<file path="src/rtl/pes_ade_pkg.sv">
// Package for the PES audio description extractor.
// Holds status codes, stream id and descriptor constants, the result type and
// the extension-offset function. No dependencies.
package pes_ade_pkg;

  // Result status codes.
  localparam logic [2:0] ST_OK         = 3'd0;
  localparam logic [2:0] ST_NO_PRIVATE = 3'd1;
  localparam logic [2:0] ST_BAD_RSVD   = 3'd2;
  localparam logic [2:0] ST_BAD_LEN    = 3'd3;
  localparam logic [2:0] ST_BAD_TAG    = 3'd4;

  // Stream ids that carry no PES header extension.
  localparam logic [7:0] SID_PROGRAM_MAP   = 8'hBC;
  localparam logic [7:0] SID_PRIVATE_2     = 8'hBF;
  localparam logic [7:0] SID_PADDING       = 8'hBE;
  localparam logic [7:0] SID_ECM           = 8'hF0;
  localparam logic [7:0] SID_EMM           = 8'hF1;
  localparam logic [7:0] SID_DIRECTORY     = 8'hFF;
  localparam logic [7:0] SID_DSMCC         = 8'hF2;
  localparam logic [7:0] SID_H222_TYPE_E   = 8'hF8;

  // Header byte positions.
  localparam logic [7:0] POS_STREAM_ID = 8'd3;
  localparam logic [7:0] POS_FLAGS     = 8'd7;
  localparam logic [7:0] POS_SATURATE  = 8'd255;

  // Descriptor layout.
  localparam int unsigned DESC_LEN    = 12;
  localparam logic [7:0]  RSVD_NIBBLE = 8'hF0;
  localparam logic [3:0]  LEN_SHORT   = 4'd8;
  localparam logic [3:0]  LEN_LONG    = 4'd11;
  localparam logic [7:0]  TAG_D       = 8'h44;
  localparam logic [7:0]  TAG_T       = 8'h54;
  localparam logic [7:0]  TAG_G       = 8'h47;
  localparam logic [7:0]  TAG_A       = 8'h41;
  localparam logic [7:0]  VERSION_GAINS = 8'h32;

  typedef logic [7:0] desc_arr_t [DESC_LEN];

  typedef struct packed {
    logic [2:0] status;
    logic [7:0] version;
    logic [7:0] fade;
    logic [7:0] pan;
    logic       gains_present;
    logic [7:0] gain_center;
    logic [7:0] gain_front;
    logic [7:0] gain_surround;
  } result_t;

  // Position of the extension byte: header data length byte at 8, then the
  // optional fields announced by the flags byte.
  function automatic logic [5:0] ext_pos(input logic [7:0] f);
    logic [5:0] p;
    p = 6'd9;
    if (f[7:6] == 2'b10) p = p + 6'd5;
    else if (f[7:6] == 2'b11) p = p + 6'd10;
    if (f[5]) p = p + 6'd6;
    if (f[4]) p = p + 6'd3;
    if (f[3]) p = p + 6'd1;
    if (f[2]) p = p + 6'd1;
    if (f[1]) p = p + 6'd2;
    return p;
  endfunction

endpackage

</file>
<file path="src/rtl/pes_ade_parser.sv">
// Per-packet parse state and the result logic for one header byte.
// Depends on pes_ade_pkg.
module pes_ade_parser #(
  parameter int unsigned PRIVATE_DATA_BYTES = 16
) (
  input  logic                     clk_i,
  input  logic                     rst_ni,
  input  logic                     step_i,
  input  logic [7:0]               data_i,
  input  logic                     last_i,
  output pes_ade_pkg::result_t     result_o
);

  logic [7:0] cnt_q, cnt_d;
  logic       hv_q, hv_d;
  logic [5:0] ext_q, ext_d;
  logic       psf_q, psf_d;
  logic [7:0] desc_q [pes_ade_pkg::DESC_LEN];
  pes_ade_pkg::desc_arr_t desc_n;

  logic       wr_en;
  logic [3:0] wr_idx;
  logic [7:0] ext_pos8;
  logic [7:0] ext_end;
  logic [7:0] idx_full;
  logic [8:0] size;
  logic [8:0] need;

  assign ext_pos8 = {2'b00, ext_q};
  assign ext_end  = ext_pos8 + 8'(pes_ade_pkg::DESC_LEN);
  assign idx_full = cnt_q - ext_pos8 - 8'd1;

  always_comb begin
    hv_d   = hv_q;
    ext_d  = ext_q;
    psf_d  = psf_q;
    wr_en  = 1'b0;
    wr_idx = idx_full[3:0];
    if (cnt_q < 8'd3) begin
      if (data_i != ((cnt_q == 8'd2) ? 8'd1 : 8'd0)) hv_d = 1'b0;
    end else if (cnt_q == pes_ade_pkg::POS_STREAM_ID) begin
      case (data_i) inside
        pes_ade_pkg::SID_PROGRAM_MAP, pes_ade_pkg::SID_PRIVATE_2,
        pes_ade_pkg::SID_PADDING, pes_ade_pkg::SID_ECM, pes_ade_pkg::SID_EMM,
        pes_ade_pkg::SID_DIRECTORY, pes_ade_pkg::SID_DSMCC,
        pes_ade_pkg::SID_H222_TYPE_E: hv_d = 1'b0;
        default: ;
      endcase
    end else if (cnt_q == pes_ade_pkg::POS_FLAGS) begin
      ext_d = pes_ade_pkg::ext_pos(data_i);
      if (!data_i[0]) hv_d = 1'b0;
    end else if (cnt_q > pes_ade_pkg::POS_FLAGS && cnt_q < pes_ade_pkg::POS_SATURATE) begin
      if (cnt_q == ext_pos8) begin
        psf_d = data_i[7];
      end else if (cnt_q > ext_pos8 && cnt_q <= ext_end) begin
        wr_en = 1'b1;
      end
    end
  end

  // The byte being written now is forwarded into the checks.
  always_comb begin
    for (int i = 0; i < pes_ade_pkg::DESC_LEN; i++) begin
      desc_n[i] = (wr_en && wr_idx == 4'(i)) ? data_i : desc_q[i];
    end
  end

  assign size = {1'b0, cnt_q} + 9'd1;
  assign need = {3'b000, ext_d} + 9'd1 + 9'(PRIVATE_DATA_BYTES);

  always_comb begin
    result_o = '0;
    if (!hv_d || size < 9'd8 || !psf_d || need > size) begin
      result_o.status = pes_ade_pkg::ST_NO_PRIVATE;
    end else if ((desc_n[0] & pes_ade_pkg::RSVD_NIBBLE) != pes_ade_pkg::RSVD_NIBBLE) begin
      result_o.status = pes_ade_pkg::ST_BAD_RSVD;
    end else if (desc_n[0][3:0] != pes_ade_pkg::LEN_SHORT &&
                 desc_n[0][3:0] != pes_ade_pkg::LEN_LONG) begin
      result_o.status = pes_ade_pkg::ST_BAD_LEN;
    end else if (desc_n[1] != pes_ade_pkg::TAG_D || desc_n[2] != pes_ade_pkg::TAG_T ||
                 desc_n[3] != pes_ade_pkg::TAG_G || desc_n[4] != pes_ade_pkg::TAG_A ||
                 desc_n[5] != pes_ade_pkg::TAG_D) begin
      result_o.status = pes_ade_pkg::ST_BAD_TAG;
    end else begin
      result_o.status  = pes_ade_pkg::ST_OK;
      result_o.version = desc_n[6];
      result_o.fade    = desc_n[7];
      result_o.pan     = desc_n[8];
      if (desc_n[6] == pes_ade_pkg::VERSION_GAINS) begin
        result_o.gains_present = 1'b1;
        result_o.gain_center   = desc_n[9];
        result_o.gain_front    = desc_n[10];
        result_o.gain_surround = desc_n[11];
      end
    end
  end

  always_comb begin
    cnt_d = (cnt_q == pes_ade_pkg::POS_SATURATE) ? cnt_q : cnt_q + 8'd1;
  end

  always_ff @(posedge clk_i or negedge rst_ni) begin
    if (!rst_ni) begin
      cnt_q <= '0;
      hv_q  <= 1'b1;
      ext_q <= '0;
      psf_q <= 1'b0;
    end else if (step_i) begin
      if (last_i) begin
        cnt_q <= '0;
        hv_q  <= 1'b1;
        ext_q <= '0;
        psf_q <= 1'b0;
      end else begin
        cnt_q <= cnt_d;
        hv_q  <= hv_d;
        ext_q <= ext_d;
        psf_q <= psf_d;
      end
    end
  end

  always_ff @(posedge clk_i) begin
    if (step_i && wr_en) begin
      desc_q[wr_idx] <= data_i;
    end
  end

endmodule

</file>
<file path="src/rtl/pes_audio_description_extractor.sv">
// Top level of the PES audio description extractor.
// Depends on pes_ade_pkg and pes_ade_parser.
//
// Usage: header bytes of one PES packet enter on the input channel, one byte
// per beat, in_valid_i/in_ready_o, with last_byte_i high on the final byte.
// For each packet exactly one result beat leaves on the output channel,
// out_valid_o/out_ready_i: the status code, the descriptor version, fade and
// pan, and the three gains when the version calls for them.
// Path: the beat carrying last_byte_i waits in the input register, and its
// result is loaded into the result register when that beat leaves it, which
// raises out_valid_o; the result beat is taken when out_ready_i is high.
// Throughput: one byte per cycle, set by the single pass through the parser
// between the input and result registers, while no last byte is held back.
// Stalls: while the result register is full and not taken, bytes that are
// not the last of a packet keep flowing; a last byte waits in the input
// register and in_ready_o drops until the result is taken.
// Reset: asynchronous and active low; it clears the valid flags and the
// parse state so the next byte starts a new packet. The descriptor store is
// not cleared; each packet writes every entry it later reads.
module pes_audio_description_extractor #(
  parameter int unsigned PRIVATE_DATA_BYTES = 16
) (
  input  logic       clk_i,
  input  logic       rst_ni,
  input  logic       in_valid_i,
  output logic       in_ready_o,
  input  logic [7:0] data_byte_i,
  input  logic       last_byte_i,
  output logic       out_valid_o,
  input  logic       out_ready_i,
  output logic [2:0] status_o,
  output logic [7:0] version_o,
  output logic [7:0] fade_o,
  output logic [7:0] pan_o,
  output logic       gains_present_o,
  output logic [7:0] gain_center_o,
  output logic [7:0] gain_front_o,
  output logic [7:0] gain_surround_o
);

  // Input register.
  logic       s1_valid_q;
  logic [7:0] s1_data_q;
  logic       s1_last_q;
  logic       s1_adv;

  // Result register.
  logic                 out_valid_q;
  pes_ade_pkg::result_t res_q;
  pes_ade_pkg::result_t res_d;

  // A byte that produces no result never needs the output slot.
  assign s1_adv     = s1_valid_q && (!s1_last_q || !out_valid_q || out_ready_i);
  assign in_ready_o = !s1_valid_q || s1_adv;

  always_ff @(posedge clk_i or negedge rst_ni) begin
    if (!rst_ni) begin
      s1_valid_q <= 1'b0;
    end else if (in_ready_o) begin
      s1_valid_q <= in_valid_i;
    end
  end

  always_ff @(posedge clk_i) begin
    if (in_ready_o && in_valid_i) begin
      s1_data_q <= data_byte_i;
      s1_last_q <= last_byte_i;
    end
  end

  pes_ade_parser #(
    .PRIVATE_DATA_BYTES(PRIVATE_DATA_BYTES)
  ) u_parser (
    .clk_i   (clk_i),
    .rst_ni  (rst_ni),
    .step_i  (s1_adv),
    .data_i  (s1_data_q),
    .last_i  (s1_last_q),
    .result_o(res_d)
  );

  always_ff @(posedge clk_i or negedge rst_ni) begin
    if (!rst_ni) begin
      out_valid_q <= 1'b0;
    end else if (s1_adv && s1_last_q) begin
      out_valid_q <= 1'b1;
    end else if (out_ready_i) begin
      out_valid_q <= 1'b0;
    end
  end

  always_ff @(posedge clk_i) begin
    if (s1_adv && s1_last_q) begin
      res_q <= res_d;
    end
  end

  assign out_valid_o     = out_valid_q;
  assign status_o        = res_q.status;
  assign version_o       = res_q.version;
  assign fade_o          = res_q.fade;
  assign pan_o           = res_q.pan;
  assign gains_present_o = res_q.gains_present;
  assign gain_center_o   = res_q.gain_center;
  assign gain_front_o    = res_q.gain_front;
  assign gain_surround_o = res_q.gain_surround;

endmodule

</file>
<file path="config.mk">
export PLATFORM = sky130hd
export DESIGN_NAME = pes_audio_description_extractor
export DESIGN_NICKNAME = d
export VERILOG_FILES = /design/src/rtl/pes_ade_pkg.sv /design/src/rtl/pes_ade_parser.sv /design/src/rtl/pes_audio_description_extractor.sv
export SDC_FILE = /design/constraint.sdc
export NUM_CORES = 1
export LEC_CHECK = 0
export BUFFER_PORTS_ARGS = -buffer_cell sky130_fd_sc_hd__buf_2
export CAP_MARGIN = 20
export CORE_AREA = 2 2 108 214
export CTS_CLUSTER_SIZE = 10
export DETAILED_ROUTE_END_ITERATION = 10
export DIE_AREA = 0 0 110 216
export GPL_TIMING_DRIVEN = 0
export PLACE_DENSITY = 0.59
export SYNTH_ARGS = -nofsm -noshare
export SYNTH_HDL_FRONTEND = slang
export SYNTH_SLANG_ARGS = --single-unit
</file>
<file path="constraint.sdc">
create_clock -name clk_i -period 5.8 [get_ports clk_i]
set_clock_uncertainty 0.2 [all_clocks]
set_input_delay 0.29 -clock clk_i [delete_from_list [all_inputs] [get_ports clk_i]]
set_output_delay 0.29 -clock clk_i [all_outputs]
set_load 0.02 [all_outputs]
</file>
# [Word level (Yosys, flattened, before mapping)]
# Memories as Yosys holds them, arrays and structs flattened. A register that Yosys moved wholly into a read port is not among the register bits.
# Index checks and enable logic that the tools add are counted.
[word_totals] reg_bits=63 mem_bits_rw=96 inputBits=13 output_inout_bits=54 wordCells=176 memories=1
[op_classes] addsub=12 order_cmp=7 eq_ne=35 mux=66 n_bitwise=1 n_reduce_logical=39
[mem_list] memory="u_parser.desc_q" depth=12 width=8 rd=12 rd_clocked_by_memory_dff=2 wr=1 line="pes_ade_parser.sv:18" text="logic [7:0] desc_q [pes_ade_pkg::DESC_LEN];"
[op_table] cell="$mux W6" n=25
[op_table] cell="$mux W8" n=12
[op_table] cell="$eq A8 B8 Y1 const B" n=9
[op_table] cell="$ne A8 B7 Y1 const B" n=5
[op_table] cell="$mux W25" n=1
[op_table] cell="$mux W1" n=24
[op_table] cell="$logic_and A1 B1 Y1" n=17
[op_table] cell="$eq A8 B2 Y1 const B" n=2
[op_table] cell="$add A6 B1 Y6 const B" n=2
[op_table] cell="$add A6 B2 Y6 const B" n=2
[op_table] cell="$eq A4 B3 Y1 const B" n=3
[op_table] cell="$eq A4 B4 Y1 const B" n=3
[op_table] cell="$ne A4 B4 Y1 const B" n=3
[op_table] cell="$logic_or A1 B1 Y1" n=10
[op_table] cell="$add A8 B1 Y9 const B" n=1
[op_table] cell="$add A9 B5 Y9 const B" n=1
[op_table] cell="$gt A9 B9 Y1" n=1
[op_table] cell="$lt A9 B4 Y1 const B" n=1
[op_table] cell="$add A8 B1 Y8 const B" n=1
[op_table] cell="$eq A4 B2 Y1 const B" n=2
[op_table] cell="$eq A8 B3 Y1 const B" n=1
[op_table] cell="$eq A8 B6 Y1" n=1
[op_table] cell="$eq A8 B6 Y1 const B" n=1
[op_table] cell="$gt A8 B3 Y1 const B" n=1
[op_table] cell="25 further kinds" n=31

# [Depth between registers and ports, before layout]
[depth] ltp_word=36 ltp_mapped=31 depth_no_buf=28

# [Hierarchy]
# From an unflattened synthesis, not the netlist that was laid out.
[hier_totals] hier_cells=665 area_unflattened_um2=8358.0
[by_module_without_submodules] mod="pes_ade_parser" n_inst=1 cells_per_inst=594 area_per_inst_um2=6419.9 seq_area_each_um2=3284.4
[by_module_without_submodules] mod="pes_audio_description_extractor" n_inst=1 cells_per_inst=71 area_per_inst_um2=1938.1 seq_area_each_um2=1881.8

# [Worst setup path before layout]
# Ideal clock, no wire load.
[synth_timing] path_kind="reg2reg" from="reg s1_data_q[7]" to="reg, netlist name fade_o[2]" setup_ns=0.256 arrival_time_ns=5.722 setup_slack_ns=-0.378 stages_incl_launch_ff=31 path_buffers=4 period_less_slack_ns=6.178 cell_sequence="edfxtp_1 -> buf_2 -> buf_1 -> nand2_1 -> xnor2_1 -> ha_1 -> nand2_1 -> nor3b_1 -> inv_1 -> ha_1 -> nand2_1 -> xnor2_1 -> and3_1 -> or2_2 -> ha_1 -> nand2_1 -> xor3_1 -> or2_2 -> and2_1 -> xnor2_1 -> ha_1 -> inv_1 -> a31o_2 -> o211ai_1 -> ha_1 -> nand4_1 -> o21ai_0 -> or3_1 -> buf_1 -> clkbuf_1 -> and4_1"
[synth_via] elab_chain_cells=36
[synth_rtl] element="start, declared" line="pes_audio_description_extractor.sv:43" text="logic [7:0] s1_data_q;"
[synth_rtl] element="start signal, assigned" line="pes_audio_description_extractor.sv:66" text="s1_data_q <= data_byte_i;"
[synth_rtl] element="$eq A2 B2 Y1" line="pes_ade_pkg.sv:58" text="else if (f[7:6] == 2'b11) p = p + 6'd10;"
[synth_rtl] element="$mux W5" line="pes_ade_pkg.sv:58"
[synth_rtl] element="$mux W6" line="pes_ade_pkg.sv:57" text="if (f[7:6] == 2'b10) p = p + 6'd5;"
[synth_rtl] element="$mux W6" line="pes_ade_parser.sv:49" text="end else if (cnt_q == pes_ade_pkg::POS_FLAGS) begin"
[synth_rtl] element="$mux W6" line="pes_ade_parser.sv:41" text="end else if (cnt_q == pes_ade_pkg::POS_STREAM_ID) begin"
[synth_rtl] element="$mux W6" line="pes_ade_parser.sv:39" text="if (cnt_q < 8'd3) begin"
[synth_rtl] element="$add A6 B3 Y6" line="pes_ade_pkg.sv:59" text="if (f[5]) p = p + 6'd6;"
[synth_rtl] element="$mux W6" line="pes_ade_pkg.sv:59"
[synth_rtl] element="[... 20 more ...]"
[synth_rtl] element="$mux W6" line="pes_ade_parser.sv:49"
[synth_rtl] element="$mux W6" line="pes_ade_parser.sv:41"
[synth_rtl] element="$mux W6" line="pes_ade_parser.sv:39"
[synth_rtl] element="$add A6 B1 Y7" line="pes_ade_parser.sv:69" text="assign need = {3'b000, ext_d} + 9'd1 + 9'(PRIVATE_DATA_BYTES);"
[synth_rtl] element="$add A9 B5 Y9" line="pes_ade_parser.sv:69"
[synth_rtl] element="$gt A9 B9 Y1" line="pes_ade_parser.sv:73" text="if (!hv_d || size < 9'd8 || !psf_d || need > size) begin"
[synth_rtl] element="$logic_or A1 B1 Y1" line="pes_ade_parser.sv:73"
[synth_rtl] element="$reduce_or A4 Y1 (no source line) *"
# Mark *: on every way between the ends. The rest lies on a longest branch, timed or not. The select of a mux whose other input is x is not followed.
# A chain may end at the register's enable or synchronous reset.

# [Worst setup path in the final report]
[layout_timing] from="reg s1_data_q[4]" to="reg res_q, in the netlist status_o[1] (data pin)"
[layout_via] elab_chain_cells=23
[layout_rtl] element="$mux W6" line="pes_ade_pkg.sv:60" text="if (f[4]) p = p + 6'd3;"
[layout_rtl] element="$mux W6" line="pes_ade_parser.sv:49"
[layout_rtl] element="$mux W6" line="pes_ade_parser.sv:41"
[layout_rtl] element="$mux W6" line="pes_ade_parser.sv:39"
[layout_rtl] element="$add A6 B1 Y6" line="pes_ade_pkg.sv:61" text="if (f[3]) p = p + 6'd1;"
[layout_rtl] element="$mux W6" line="pes_ade_pkg.sv:61"
[layout_rtl] element="$mux W6" line="pes_ade_parser.sv:49"
[layout_rtl] element="$mux W6" line="pes_ade_parser.sv:41"
[layout_rtl] element="[... 7 more ...]"
[layout_rtl] element="$mux W6" line="pes_ade_pkg.sv:63" text="if (f[1]) p = p + 6'd2;"
[layout_rtl] element="$mux W6" line="pes_ade_parser.sv:49"
[layout_rtl] element="$mux W6" line="pes_ade_parser.sv:41"
[layout_rtl] element="$mux W6" line="pes_ade_parser.sv:39"
[layout_rtl] element="$add A6 B1 Y7" line="pes_ade_parser.sv:69"
[layout_rtl] element="$add A9 B5 Y9" line="pes_ade_parser.sv:69"
[layout_rtl] element="$gt A9 B9 Y1" line="pes_ade_parser.sv:73"
[layout_rtl] element="$logic_or A1 B1 Y1" line="pes_ade_parser.sv:73"
[layout_rtl] element="end signal, assigned" line="pes_audio_description_extractor.sv:94" text="res_q <= res_d;"
[layout_rtl] element="end, declared" line="pes_audio_description_extractor.sv:49" text="pes_ade_pkg::result_t res_q;"
# Several ways; a longest one is shown, not always the timed one. The select of a mux whose other input is x is not followed.

==> results.cfg <==
[outcome]
status = complete, but fails checks
violations = negative setup slack

[placed_design]
gp_congestion = 0.890
place_area_sq_um = 9470
io_buffers = 66
dp_hpwl_microns = 15900

[synthesis]
ys_ff_latch = 175
ys_types = 71
synth_area_leader_cell = edfxtp_1
ys_seq_area_frac = 0.594
synth_area_sq_um = 8690
synth_area_per_cell_sq_um = 12.6
async_reset_ff_frac = 0.103
synth_flop_cell = edfxtp_1
synth_top_area_share = 0.542
synth_nets = 730
ys.warnings.count = 0
synthTopCellsByArea = edfxtp_1, and4_1, dfrtp_1, ha_1, mux2i_1
synthCells = 688
synth-edff-count = 157

[worst_setup_path]
crit_family = simple AND/OR/NAND/NOR gates
cp_max_fo = 7
cp_num_buf_inv = 10
path_class = flip-flop to flip-flop
start_kind = flip-flop
required_ns = 5.77
cpMaxStageDelayCell = edfxtp_1
cp-end-kind = flip-flop
cpPeakStageDelay_ns = 0.51
crit_path_frequent_cell = buf_4
arrival_ns = 6.12

[route]
vias = 6163
ant_nets = 0
firstDrtPassIters = 4
wl_microns = 22700
drc = 0
drt_iter0_markers = 272
avgRoutedWirePerCell_microns = 20.4
via_per_inst = 5.54

[pwr]
powerDensity_nw_per_um2 = 274
vdd_drop_max_v = 0.000167
p_leak_nw = 4.25
power.total_mw = 2.94

[timing]
tns_ns = -15.30
fin_crit_ns = 6.14
grt_setup_unrepaired = yes
drv_slew = 0
hold_viol_final = 0
fin_ws_ns = -0.343
whs_ns = 0.120
setup_viol = 52
relSlewSlack = 0.325
fin_crit_sh = 1.06
fmax_mhz = 163
worst_slew_pin_slew_ns = 1.00

[layout]
fin_util = 0.487
fin_nets = 865
final_cell_mix = edfxtp_1, buf_2, nor2_1
diodes = 0
final_layout_size_suffix_gt1_frac = 0.249
syn_to_final_growth_pct = 23.5
fin_area_sq_um = 10700
final_common_cell = edfxtp_1

[die]
die_h_microns = 216
dieArea_sq_um = 23800
die_w_microns = 110
top_level_ports = 67
start_util = 0.394
core-area_sq_um = 22100
row_count = 77

[cts]
tritoncts = built
insertion_delay_ns = 0.45
root_buffer = clkbuf_16
cts_buffers = 17
clockBufferDepth = 2
h-tree-depth = 4
cts.sinks = 175
clkTransAtPathRegs_ns = 0.07

[grt]
antenna_found_initial = 0
first_global_vias = 6429
grtUsageTotal = 0.202
grt_pass1_wl_microns = 35200
grt_max_degree = 29
gr-total-overflow = 0

[job]
drv_cap = 0

[min_path]
hold_class = primary input to async pin
[timing repair]
action / CTS / global route
resized for setup: 55 / 10
endpoints found under the setup margin: 52 / 52
gates cloned: 5 / 0
pin swaps: 34 / 0
endpoints found under the hold margin: 29 / 0
hold buffers: 12 / 0
setup buffers: 30 / 1
[synthesized netlist by cell type, drive strengths merged (8+ instances only)]
cell type	count
edfxtp	157
nand3	11
o21ai	26
ha	28
nor2b	8
inv	19
nand4	13
dfrtp	17
mux2i	35
xor2	12
a21oi	20
nand2	48
xnor2	13
nor4	8
clkbuf	24
nand2b	8
nor4b	11
buf	17
nor2	63
and4	53
[where the power goes]
part / internal, mW / total (mW) / switching [mW]
Sequential: 1.39 / 1.41 / 0.0190
Clock: 0.606 / 1.12 / 0.513
Combinational: 0.168 / 0.414 / 0.246
Total: 2.17 / 2.94 / 0.778
[per-stage QoR]
| step | std cells | worst slack, ns |
|---|---|---|
| global placement | 1030 | -1.15 |
| CTS | 1111 | -0.198 |
| detailed placement | 1032 | -1.24 |
| floorplan | 688 | 0.0130 |
| finish | 1112 | -0.343 |
| global route | 1112 | -0.532 |
[cell type report]
cell class	instances	area, sq um
plain buffers	41	327
multi-input cells	453	3440
repair buffers	116	815
flip-flops and latches	175	5170
fillers	1991	11300
clock inverters	15	151
inverters	19	71.3
well taps	276	345
clock buffers	17	425
[kinds of logic (layout without fill, tap and decap cells)]
logic type | count (synthesis) | count (layout) | synth area share
compound gates | 86 | 86 | 0.0643
xor+xnor | 27 | 27 | 0.0314
fa+ha+maj | 30 | 30 | 0.0438
buf+inv | 60 | 208 | 0.0321
flops | 175 | 175 | 0.594
mux | 37 | 37 | 0.0433
other cells | 1 | 1 | 0.000431
simple gates | 272 | 272 | 0.190
[metal layers]
| metal | part of all wire | global-route usage | routed length, microns |
|---|---|---|---|
| met5 | 0 | 0 | 0 |
| met3 | 0.036 | 0.0287 | 817 |
| met2 | 0.58 | 0.392 | 13200 |
| met4 | 0.063 | 0.130 | 1430 |
| met1 | 0.32 | 0.183 | 7270 |
[state kept, by name, indices dropped and copies added (netlist names)]
name / flops
u_parser.desc_q: 96
fade_o: 8
gain_center_o: 8
gain_front_o: 8
gain_surround_o: 8
pan_o: 8
s1_data_q: 8
u_parser.cnt_q: 8
version_o: 8
u_parser.ext_q: 6
status_o: 3
gains_present_o: 1
out_valid_o: 1
s1_last_q: 1
s1_valid_q: 1
u_parser.hv_q: 1
u_parser.psf_q: 1
[final timing paths]
path,startpoint,endpoint,slack (ns),depth (start not counted)
max reg2reg,s1_data_q[4]$_DFFE_PP_,status_o[1]$_SDFFCE_PP0P_,-0.34,31
max,s1_data_q[4]$_DFFE_PP_,status_o[1]$_SDFFCE_PP0P_,-0.34,31
max in group asynchronous,rst_ni,u_parser.hv_q$_DFFE_PN1P_,4.93,2
min,rst_ni,u_parser.ext_q[5]$_DFFE_PN0P_,0.12,2
min in group clk_i,u_parser.hv_q$_DFFE_PN1P_,u_parser.hv_q$_DFFE_PN1P_,0.29,2
min reg2reg,u_parser.hv_q$_DFFE_PN1P_,u_parser.hv_q$_DFFE_PN1P_,0.29,2
Note: power is estimated with default switching activity, not from simulation.
